### src/rtl/cext_pkg.sv
`default_nettype none

package cext_pkg;

	localparam int unsigned LINE_WIDTH   = 24;
	localparam int unsigned COLUMN_WIDTH = 16;

	// one result as it leaves the block
	typedef struct packed {
		logic                    kind;
		logic [7:0]              body_byte;
		logic                    multiline;
		logic [LINE_WIDTH-1:0]   begin_line;
		logic [COLUMN_WIDTH-1:0] begin_column;
		logic [LINE_WIDTH-1:0]   end_line;
		logic [COLUMN_WIDTH-1:0] end_column;
		logic                    run_end;
	} cext_res_t;

	// up to three results produced by one accepted request
	typedef struct packed {
		logic [1:0]      cnt;
		cext_res_t [2:0] res;
	} cext_push_t;

endpackage

`default_nettype wire

### src/rtl/cext_scan.sv
`default_nettype none

module cext_scan (
	input  wire logic              clk,
	input  wire logic              arst_n,
	input  wire logic              accept,
	input  wire logic [7:0]        in_byte,
	input  wire logic              stream_end,
	output cext_pkg::cext_push_t   push
);
	import cext_pkg::*;

	localparam logic [2:0] M_NORMAL   = 3'd0;
	localparam logic [2:0] M_NORMAL_Q = 3'd1;
	localparam logic [2:0] M_STRING   = 3'd2;
	localparam logic [2:0] M_STR_ESC  = 3'd3;
	localparam logic [2:0] M_LINE     = 3'd4;
	localparam logic [2:0] M_BLOCK    = 3'd5;

	localparam logic [7:0] CH_QUOTE = 8'h22;
	localparam logic [7:0] CH_DASH  = 8'h2D;
	localparam logic [7:0] CH_SLASH = 8'h2F;
	localparam logic [7:0] CH_STAR  = 8'h2A;
	localparam logic [7:0] CH_BSL   = 8'h5C;
	localparam logic [7:0] CH_LF    = 8'h0A;
	localparam logic [7:0] CH_U8_0  = 8'hE2;
	localparam logic [7:0] CH_U8_1  = 8'h80;
	localparam logic [7:0] CH_LQUOT = 8'h9C;
	localparam logic [7:0] CH_RQUOT = 8'h9D;

	localparam logic [LINE_WIDTH-1:0]   LINE_MAX = {LINE_WIDTH{1'b1}};
	localparam logic [COLUMN_WIDTH-1:0] COL_MAX  = {COLUMN_WIDTH{1'b1}};
	localparam logic [LINE_WIDTH-1:0]   LINE_ONE = LINE_WIDTH'(1);
	localparam logic [COLUMN_WIDTH-1:0] COL_ONE  = COLUMN_WIDTH'(1);

	logic [2:0]              mode_q, mode_d;
	logic [1:0]              mp_q, mp_d;
	logic [LINE_WIDTH-1:0]   cur_line_q, open_line_q, open_line_d, after_line;
	logic [COLUMN_WIDTH-1:0] cur_col_q, open_col_q, open_col_d, after_col;

	function automatic cext_res_t mk_body(input logic [7:0] b, input logic multi,
			input logic [LINE_WIDTH-1:0] ol, input logic [COLUMN_WIDTH-1:0] oc);
		cext_res_t r;
		r              = '0;
		r.kind         = 1'b0;
		r.body_byte    = b;
		r.multiline    = multi;
		r.begin_line   = ol;
		r.begin_column = oc;
		return r;
	endfunction

	function automatic cext_res_t mk_rec(input logic multi,
			input logic [LINE_WIDTH-1:0] ol, input logic [COLUMN_WIDTH-1:0] oc,
			input logic [LINE_WIDTH-1:0] el, input logic [COLUMN_WIDTH-1:0] ec);
		cext_res_t r;
		r              = '0;
		r.kind         = 1'b1;
		r.multiline    = multi;
		r.begin_line   = ol;
		r.begin_column = oc;
		r.end_line     = el;
		r.end_column   = ec;
		return r;
	endfunction

	// position just after this byte, saturating
	always_comb begin
		if (in_byte == CH_LF) begin
			after_line = (cur_line_q == LINE_MAX) ? LINE_MAX : cur_line_q + LINE_ONE;
			after_col  = COL_ONE;
		end else begin
			after_line = cur_line_q;
			after_col  = (cur_col_q == COL_MAX) ? COL_MAX : cur_col_q + COL_ONE;
		end
	end

	always_comb begin
		logic       fall;
		logic [2:0] fmode;
		logic [1:0] fmp;
		logic [1:0] cnt;
		cext_res_t [2:0] res;

		mode_d      = mode_q;
		mp_d        = mp_q;
		open_line_d = open_line_q;
		open_col_d  = open_col_q;
		fall        = 1'b0;
		fmode       = M_NORMAL;
		fmp         = 2'd0;
		cnt         = 2'd0;
		res         = '0;

		// first look: finish a partial multi-byte match or hand over to a fresh scan
		case (mode_q)
			M_NORMAL: begin
				fall  = 1'b1;
				fmode = M_NORMAL;
				fmp   = mp_q;
			end
			M_NORMAL_Q: begin
				if (mp_q == 2'd1 && in_byte == CH_U8_1) begin
					mp_d = 2'd2;
				end else if (mp_q == 2'd2 && in_byte == CH_LQUOT) begin
					mode_d = M_STRING;
					mp_d   = 2'd0;
				end else begin
					fall  = 1'b1;
					fmode = M_NORMAL;
				end
			end
			M_STRING: begin
				if (mp_q == 2'd0) begin
					fall  = 1'b1;
					fmode = M_STRING;
				end else if (mp_q == 2'd1 && in_byte == CH_U8_1) begin
					mp_d = 2'd2;
				end else if (mp_q == 2'd2 && in_byte == CH_RQUOT) begin
					mode_d = M_NORMAL;
					mp_d   = 2'd0;
				end else begin
					fall  = 1'b1;
					fmode = M_STRING;
				end
			end
			M_STR_ESC: begin
				if (mp_q == 2'd0 && in_byte == CH_QUOTE) begin
					mode_d = M_STRING;
				end else if (mp_q == 2'd0 && in_byte == CH_U8_0) begin
					mp_d = 2'd1;
				end else if (mp_q == 2'd1 && in_byte == CH_U8_1) begin
					mp_d = 2'd2;
				end else if (mp_q == 2'd2 && in_byte == CH_RQUOT) begin
					mode_d = M_STRING;
					mp_d   = 2'd0;
				end else begin
					fall  = 1'b1;
					fmode = M_STRING;
				end
			end
			M_LINE: begin
				if (in_byte == CH_LF) begin
					res[cnt] = mk_rec(1'b0, open_line_q, open_col_q, cur_line_q, cur_col_q);
					cnt      = cnt + 2'd1;
					mode_d   = M_NORMAL;
					mp_d     = 2'd0;
				end else begin
					res[cnt] = mk_body(in_byte, 1'b0, open_line_q, open_col_q);
					cnt      = cnt + 2'd1;
				end
			end
			M_BLOCK: begin
				if (mp_q == 2'd0) begin
					if (in_byte == CH_STAR) begin
						mp_d = 2'd1;
					end else begin
						res[cnt] = mk_body(in_byte, 1'b1, open_line_q, open_col_q);
						cnt      = cnt + 2'd1;
					end
				end else if (in_byte == CH_SLASH) begin
					res[cnt] = mk_rec(1'b1, open_line_q, open_col_q, after_line, after_col);
					cnt      = cnt + 2'd1;
					mode_d   = M_NORMAL;
					mp_d     = 2'd0;
				end else if (in_byte == CH_STAR) begin
					// star run: emit the held star, keep the new one pending
					res[cnt] = mk_body(CH_STAR, 1'b1, open_line_q, open_col_q);
					cnt      = cnt + 2'd1;
				end else begin
					res[cnt] = mk_body(CH_STAR, 1'b1, open_line_q, open_col_q);
					cnt      = cnt + 2'd1;
					res[cnt] = mk_body(in_byte, 1'b1, open_line_q, open_col_q);
					cnt      = cnt + 2'd1;
					mp_d     = 2'd0;
				end
			end
			default: begin
				fall  = 1'b1;
				fmode = M_NORMAL;
			end
		endcase

		// second look: byte examined afresh in plain text or inside a string
		if (fall) begin
			if (fmode == M_NORMAL) begin
				if (fmp == 2'd1 && in_byte == CH_DASH) begin
					mode_d = M_LINE;
					mp_d   = 2'd0;
				end else if (fmp == 2'd2 && in_byte == CH_STAR) begin
					mode_d = M_BLOCK;
					mp_d   = 2'd0;
				end else begin
					mode_d = M_NORMAL;
					mp_d   = 2'd0;
					if (in_byte == CH_QUOTE) begin
						mode_d = M_STRING;
					end else if (in_byte == CH_U8_0) begin
						mode_d = M_NORMAL_Q;
						mp_d   = 2'd1;
					end else if (in_byte == CH_DASH || in_byte == CH_SLASH) begin
						mp_d        = (in_byte == CH_DASH) ? 2'd1 : 2'd2;
						open_line_d = cur_line_q;
						open_col_d  = cur_col_q;
					end
				end
			end else begin
				mode_d = M_STRING;
				mp_d   = 2'd0;
				if (in_byte == CH_QUOTE) begin
					mode_d = M_NORMAL;
				end else if (in_byte == CH_U8_0) begin
					mp_d = 2'd1;
				end else if (in_byte == CH_BSL) begin
					mode_d = M_STR_ESC;
				end
			end
		end

		// last byte: close an open comment
		if (stream_end) begin
			if (mode_d == M_BLOCK) begin
				if (mp_d != 2'd0) begin
					res[cnt] = mk_body(CH_STAR, 1'b1, open_line_d, open_col_d);
					cnt      = cnt + 2'd1;
				end
				res[cnt] = mk_rec(1'b1, open_line_d, open_col_d, after_line, after_col);
				cnt      = cnt + 2'd1;
			end else if (mode_d == M_LINE) begin
				res[cnt] = mk_rec(1'b0, open_line_d, open_col_d, after_line, after_col);
				cnt      = cnt + 2'd1;
			end
		end

		if (cnt != 2'd0) begin
			res[cnt - 2'd1].run_end = 1'b1;
		end

		push.cnt = cnt;
		push.res = res;
	end

	always_ff @(posedge clk or negedge arst_n) begin
		if (!arst_n) begin
			mode_q      <= M_NORMAL;
			mp_q        <= 2'd0;
			cur_line_q  <= LINE_ONE;
			cur_col_q   <= COL_ONE;
			open_line_q <= LINE_ONE;
			open_col_q  <= COL_ONE;
		end else if (accept) begin
			if (stream_end) begin
				// back to the start of a new source
				mode_q      <= M_NORMAL;
				mp_q        <= 2'd0;
				cur_line_q  <= LINE_ONE;
				cur_col_q   <= COL_ONE;
				open_line_q <= LINE_ONE;
				open_col_q  <= COL_ONE;
			end else begin
				mode_q      <= mode_d;
				mp_q        <= mp_d;
				cur_line_q  <= after_line;
				cur_col_q   <= after_col;
				open_line_q <= open_line_d;
				open_col_q  <= open_col_d;
			end
		end
	end

endmodule

`default_nettype wire

### src/rtl/cext_rbuf.sv
`default_nettype none

module cext_rbuf (
	input  wire logic                 clk,
	input  wire logic                 arst_n,
	input  wire logic                 wr_en,
	input  wire cext_pkg::cext_push_t wr,
	output logic                      room,
	output logic                      rd_valid,
	input  wire logic                 rd_ready,
	output cext_pkg::cext_res_t       rd
);
	import cext_pkg::*;

	cext_res_t  mem_q [4];
	logic [1:0] wr_ptr_q, rd_ptr_q;
	logic [2:0] count_q;
	logic       pop;
	logic [1:0] n_push;

	// room for the largest burst of one request
	assign room     = (count_q <= 3'd1);
	assign rd_valid = (count_q != 3'd0);
	assign rd       = mem_q[rd_ptr_q];
	assign pop      = rd_valid && rd_ready;
	assign n_push   = wr_en ? wr.cnt : 2'd0;

	always_ff @(posedge clk) begin
		for (int i = 0; i < 3; i++) begin
			if (2'(i) < n_push) begin
				mem_q[wr_ptr_q + 2'(i)] <= wr.res[i];
			end
		end
	end

	always_ff @(posedge clk or negedge arst_n) begin
		if (!arst_n) begin
			wr_ptr_q <= 2'd0;
			rd_ptr_q <= 2'd0;
			count_q  <= 3'd0;
		end else begin
			wr_ptr_q <= wr_ptr_q + n_push;
			rd_ptr_q <= rd_ptr_q + {1'b0, pop};
			count_q  <= count_q + {1'b0, n_push} - {2'b00, pop};
		end
	end

endmodule

`default_nettype wire

### src/rtl/comment_extractor.sv
`default_nettype none

// Comment extractor: takes one source byte per request and returns comment body
// bytes and one completion record per comment, skipping comments inside plain
// or smart-quoted strings. A byte is scanned in the cycle it is accepted and its
// zero to three results go into a four-entry result queue. A new byte is taken in
// every cycle in which the queue holds at most one result, and the output side
// moves one result per cycle while out_ready is high. Plain text and comment
// bodies therefore run at one byte per cycle when the output does not stall,
// while a byte that gives two or three results (a held star let go with the
// byte after it, or a comment closed on the last byte) holds the input until
// the queue drains. Back pressure on the output stalls the input once two
// results are waiting. The first result of a byte can leave at the edge after
// the one that accepts it, later if older results are still queued ahead of it.
module comment_extractor (
	input  wire logic                                clk,
	input  wire logic                                arst_n,
	input  wire logic                                in_valid,
	output logic                                     in_ready,
	input  wire logic [7:0]                          in_byte,
	input  wire logic                                stream_end,
	output logic                                     out_valid,
	input  wire logic                                out_ready,
	output logic                                     kind,
	output logic [7:0]                               body_byte,
	output logic                                     multiline,
	output logic [cext_pkg::LINE_WIDTH-1:0]          begin_line,
	output logic [cext_pkg::COLUMN_WIDTH-1:0]        begin_column,
	output logic [cext_pkg::LINE_WIDTH-1:0]          end_line,
	output logic [cext_pkg::COLUMN_WIDTH-1:0]        end_column,
	output logic                                     run_end
);
	import cext_pkg::*;

	logic       accept;
	logic       room;
	cext_push_t push;
	cext_res_t  rd;

	assign in_ready = room;
	assign accept   = in_valid && room;

	cext_scan u_scan (
		.clk        (clk),
		.arst_n     (arst_n),
		.accept     (accept),
		.in_byte    (in_byte),
		.stream_end (stream_end),
		.push       (push)
	);

	cext_rbuf u_rbuf (
		.clk      (clk),
		.arst_n   (arst_n),
		.wr_en    (accept),
		.wr       (push),
		.room     (room),
		.rd_valid (out_valid),
		.rd_ready (out_ready),
		.rd       (rd)
	);

	assign kind         = rd.kind;
	assign body_byte    = rd.body_byte;
	assign multiline    = rd.multiline;
	assign begin_line   = rd.begin_line;
	assign begin_column = rd.begin_column;
	assign end_line     = rd.end_line;
	assign end_column   = rd.end_column;
	assign run_end      = rd.run_end;

endmodule

`default_nettype wire
### config.mk
export PLATFORM = sky130hd
export DESIGN_NAME = comment_extractor
export DESIGN_NICKNAME = d
export VERILOG_FILES = /design/src/rtl/cext_pkg.sv /design/src/rtl/cext_scan.sv /design/src/rtl/cext_rbuf.sv /design/src/rtl/comment_extractor.sv
export SDC_FILE = /design/constraint.sdc
export NUM_CORES = 1
export LEC_CHECK = 0
export BUFFER_PORTS_ARGS = -buffer_cell sky130_fd_sc_hd__buf_2
export CAP_MARGIN = 20
export CELL_PAD_IN_SITES_DETAIL_PLACEMENT = 1
export CELL_PAD_IN_SITES_GLOBAL_PLACEMENT = 2
export CORE_MARGIN = 2
export CORE_UTILIZATION = 45
export CTS_BUF_LIST = sky130_fd_sc_hd__clkbuf_4 sky130_fd_sc_hd__clkbuf_8
export CTS_CLUSTER_DIAMETER = 40
export DETAILED_ROUTE_END_ITERATION = 6
export PLACE_DENSITY = 0.85
export REMOVE_ABC_BUFFERS = 1
export SYNTH_ARGS = -nofsm -noshare
export SYNTH_HDL_FRONTEND = slang
export SYNTH_HIERARCHICAL = 1
export SYNTH_SLANG_ARGS = --single-unit
### constraint.sdc
create_clock -name clk -period 26.6 [get_ports clk]
set_input_delay 7.98 -clock clk [delete_from_list [all_inputs] [get_ports clk]]
set_output_delay 7.98 -clock clk [all_outputs]
set_load 0.02 [all_outputs]
==> impl_results.rst <==
.. list-table::
   :header-rows: 1

   * - Metric
     - Value
   * - Share of flip-flops with an asynchronous set or reset after synthesis
     - between 20% and 30%
   * - Routed wl met3
     - 6.34 mm
   * - Minimum clock period after layout
     - 13990 ps
   * - Cell depth of the worst flop-to-flop path
     - 16
   * - Post-Synthesis Cell Area
     - roughly 31000 um2
   * - Final cycle utilization of the critical path
     - 52.6%
   * - Final setup violation count
     - 0
   * - Count of max-cap constraint violations
     - 0
   * - Drt via density
     - 6.39
   * - Worst slew margin relative to its limit
     - between 20% and 30%
   * - Sequential share of power
     - 36.3%
   * - Chip Width
     - about 270 um
   * - Port Buffers
     - about 110
   * - Area delta synth->final
     - 9.63%
   * - Global-route wire length before repair
     - between 150 and 200 mm
   * - Reported leakage power
     - between 10 and 15 nW
   * - Number of H-tree levels
     - 3
   * - CTS buffer count
     - 98
   * - Iter 0 DRT Violations
     - ~1600
   * - Antenna violations before repair
     - 5
   * - Number of flops mapped to enable cells by yosys
     - between 300 and 400
   * - Flops & latches, synth
     - approximately 460
   * - Maximum fanout encountered on the critical timing path
     - 51
   * - Pin count of the biggest net entering global routing
     - 83
   * - Share of the synthesized area in the top cell type
     - about a third
   * - Clock transition time at the flip-flop clock pins of the worst setup and hold paths
     - approximately 60 ps
   * - Net Sw Frac
     - roughly a third
   * - Net Sw Power
     - approximately 0.86 mW
   * - Avg WL per Cell
     - about 30 um
   * - Overall routed net length
     - ~100 mm
   * - Maximum clock frequency
     - 71.5 MHz
   * - Number of rows created at floorplan
     - between 90 and 100
   * - Total power divided by cell area
     - between 70 and 80 nW/um2
   * - Post-Syn Area per Cell
     - about 12 um2
   * - Kind of cell adding the most delay to the critical path
     - buffers and inverters
   * - Sum Neg Setup Slack
     - 0 ps
   * - Cell occurring most often along the worst timing path
     - sky130_fd_sc_hd__a21oi_1
   * - TritonCTS clock tree
     - built
   * - Buffers plus inverters on the worst setup path
     - 5
   * - Die span in y
     - ~270 um
   * - Detail Route Antenna Nets
     - 0
   * - Detailed-placement wirelength estimate
     - just over 60 mm
   * - Cell-by-cell trace of the critical path
     - buf_2 -> nor4b_4 -> a31oi_1 -> a21oi_1 -> ha_1 -> a21oi_1 -> inv_1 -> ha_1 -> o21ai_0 -> a21oi_1 -> inv_1 -> nor4bb_4 -> buf_4 -> buf_4 -> mux2_2 -> mux2_2
   * - Floorplan die area
     - about 71000 um2
   * - Endpoint required time on the critical path
     - 27040 ps
   * - GR Util All Layers
     - a little under 30%
   * - Share of synthesized area occupied by flip-flops and latches
     - a little over two fifths
   * - Number of warning messages in the yosys log
     - 6
   * - Slowest stage cell on the critical path
     - sky130_fd_sc_hd__nor4bb_4
   * - Peak supply drop
     - about 96 uV
   * - Buffers inserted by post-CTS timing repair
     - 0
   * - PnR Total Power
     - roughly 2.5 mW
   * - Number of buffers inserted by hold repair at cts
     - 0
   * - Vias in the first global route
     - 24486
   * - Sink Count
     - ~460
   * - Drt drc
     - 0
   * - Post-layout net count
     - approximately 2600
   * - Pin slew with the least headroom to its limit
     - around 1100 ps
   * - Count of TritonRoute iterations in the first routing pass
     - 5
   * - Fraction of layout cells with a size suffix above 1
     - between 40 and 50%
   * - Worst min-delay path category
     - register to register
   * - Ports
     - 106
   * - Critical Path AT
     - roughly 14000 ps
   * - Nature of the critical path startpoint
     - input port
   * - Clock latency reported for the late side of the worst-skew pair
     - between 700 and 800 ps
   * - Number of pins with negative max-slew slack in the final report
     - 0
   * - Proportion of power drawn by the clock network
     - between 30% and 40%
   * - Top Layer Used
     - met5
   * - Gr ovfl total
     - 0
   * - Met2 layer wire length in the routed design
     - 50.6 mm
   * - Worst Clk Skew
     - roughly 30 ps
   * - Final weighted congestion in routability-driven placement
     - between 0.8 and 0.9
   * - Max Buffers Root-to-Sink
     - 3
   * - Met1 Wirelength
     - approximately 43 mm
   * - Placeable core region
     - slightly below 70000 um2
   * - Initial core utilization
     - a little under half
   * - Run status
     - finished clean
   * - Hold Vio Cnt, Final
     - 0
   * - Post-synthesis cell type count
     - about 100
   * - Number of instances in the synthesized netlist
     - roughly 2500
   * - Logic gate share of total power
     - between 30% and 40%
   * - Post-synth top flop
     - sky130_fd_sc_hd__edfxtp_1
   * - Clock root cell
     - sky130_fd_sc_hd__clkbuf_8
   * - Hold Crit Depth
     - 1
   * - Setup repair after global routing missed its margin
     - false
   * - Library cell occupying the most area in the post-synthesis netlist
     - sky130_fd_sc_hd__edfxtp_1
   * - Resized cells post-CTS
     - 0
   * - Cell internal power dissipation
     - about 1.6 mW
   * - Stages on the worst setup path
     - 16
   * - Type of destination of the critical path
     - register
   * - Maximum cell stage delay along the critical path
     - 840 ps
   * - Total number of vias
     - between 20000 and 25000
   * - Category of the critical setup timing path
     - input port to register
   * - Top post-synthesis cells by area
     - sky130_fd_sc_hd__edfxtp_1, sky130_fd_sc_hd__mux2_2, sky130_fd_sc_hd__dfrtp_1
==> power groups by stage <==
stage | Clock (mW) | Combinational (mW) | Sequential (mW)
finish | 0.817 | 0.743 | 0.890
global route | 0.862 | 0.786 | 0.898
CTS | 0.833 | 0.743 | 0.889
detailed placement | 0 | 0.739 | 0.903
global placement | 0 | 0.726 | 0.900
floorplan | 0 | 0.485 | 0.899
==> cell type report <==
type,instances,area [um2]
fillers,7016,34400
clock buffers,126,1600
clock inverters,56,499
flip-flops and latches,456,13200
repair buffers,146,848
multi-input cells,1803,16700
diodes,1,2.50
inverters,30,114
well taps,882,1100
==> cells in the final DEF (no fill, tap or decap), types with 12 or more instances in the layout <==
cell / instances
sky130_fd_sc_hd__a21boi_0: 17
sky130_fd_sc_hd__a21oi_1: 89
sky130_fd_sc_hd__a22o_1: 37
sky130_fd_sc_hd__a22oi_1: 12
sky130_fd_sc_hd__and2_1: 63
sky130_fd_sc_hd__and3_1: 13
sky130_fd_sc_hd__buf_2: 104
sky130_fd_sc_hd__buf_4: 41
sky130_fd_sc_hd__clkbuf_4: 22
sky130_fd_sc_hd__clkbuf_8: 104
sky130_fd_sc_hd__clkinv_1: 15
sky130_fd_sc_hd__clkinv_2: 22
sky130_fd_sc_hd__dfrtp_1: 86
sky130_fd_sc_hd__edfxtp_1: 364
sky130_fd_sc_hd__inv_1: 27
sky130_fd_sc_hd__mux2_2: 638
sky130_fd_sc_hd__mux2_4: 90
sky130_fd_sc_hd__mux2i_1: 13
sky130_fd_sc_hd__mux4_2: 91
sky130_fd_sc_hd__nand2_1: 196
sky130_fd_sc_hd__nand3_1: 31
sky130_fd_sc_hd__nand4_1: 17
sky130_fd_sc_hd__nor2_1: 114
sky130_fd_sc_hd__nor3_1: 31
sky130_fd_sc_hd__o211a_1: 19
sky130_fd_sc_hd__o21ai_0: 69
sky130_fd_sc_hd__o2bb2ai_1: 36
sky130_fd_sc_hd__xnor2_1: 27
==> per-layer routing <==
| layer | up-vias | global-route usage, % |
|---|---|---|
| met5 | - | 0 |
| met4 | 2 | 11.9 |
| met3 | 232 | 4.47 |
| met2 | 841 | 49.3 |
| met1 | 11664 | 36.8 |
| li1 | 9640 | - |
==> final timing paths <==
| path | start | to | slack (ps) |
|---|---|---|---|
| worst max-delay path | in_byte[4] | u_rbuf/mem_q[1][33] | 12610 |
| min in group asynchronous | arst_n | u_rbuf/count_q[0] | 7320 |
| worst max register to register | u_scan/mode_q[1] | u_rbuf/mem_q[1][33] | 19590 |
| max in group asynchronous | arst_n | u_scan/open_col_q[14] | 18000 |
| worst min register to register | u_rbuf/count_q[2] | u_rbuf/count_q[2] | 520 |
| worst min-delay path | u_rbuf/count_q[2] | u_rbuf/count_q[2] | 520 |
==> cells by family after synthesis <==
logic type / share of synthesized area (%)
compound gates: 8.60
xor+xnor: 0.985
fa+ha+maj: 0.499
buf+inv: 4.09
flops: 42.5
mux: 34.5
other cells: 0.0121
simple gates: 8.77
==> metrics by stage <==
stage | instance area (um2) | instances | setup slack, ps | util [%] | hold slack, ps
2_1_floorplan | 30000 | 2289 | 6080 | - | 477
3_3_place_gp | 32000 | 3317 | 12180 | 46.8 | 498
3_5_place_dp | 32000 | 3317 | 11990 | 46.8 | 513
4_1_cts | 34100 | 3499 | 12740 | 49.8 | 524
5_1_grt | 34100 | 3499 | 12170 | 49.8 | 546
6_report | 34100 | 3500 | 12610 | 49.8 | 524
==> state kept, by name, indices dropped and copies added (netlist names) <==
register            flops
u_scan/mp_q             2
u_rbuf/count_q          3
u_scan/open_line_q     24
u_rbuf/wr_ptr_q         2
u_scan/cur_line_q      24
u_scan/cur_col_q       16
u_rbuf/mem_q          364
u_rbuf/rd_ptr_q         2
u_scan/open_col_q      16
u_scan/mode_q           3
==> synth_stat cells (52+ instances only) <==
library cell               instances
sky130_fd_sc_hd__mux2_2          638
sky130_fd_sc_hd__edfxtp_1        364
sky130_fd_sc_hd__nand2_1         196
sky130_fd_sc_hd__nor2_1          116
sky130_fd_sc_hd__clkbuf_1        111
sky130_fd_sc_hd__mux4_2           91
sky130_fd_sc_hd__mux2_4           90
sky130_fd_sc_hd__a21oi_1          89
sky130_fd_sc_hd__dfrtp_1          88
sky130_fd_sc_hd__o21ai_0          69
sky130_fd_sc_hd__and2_1           63
sky130_fd_sc_hd__buf_2            52
(Power assumes the default switching activity.)
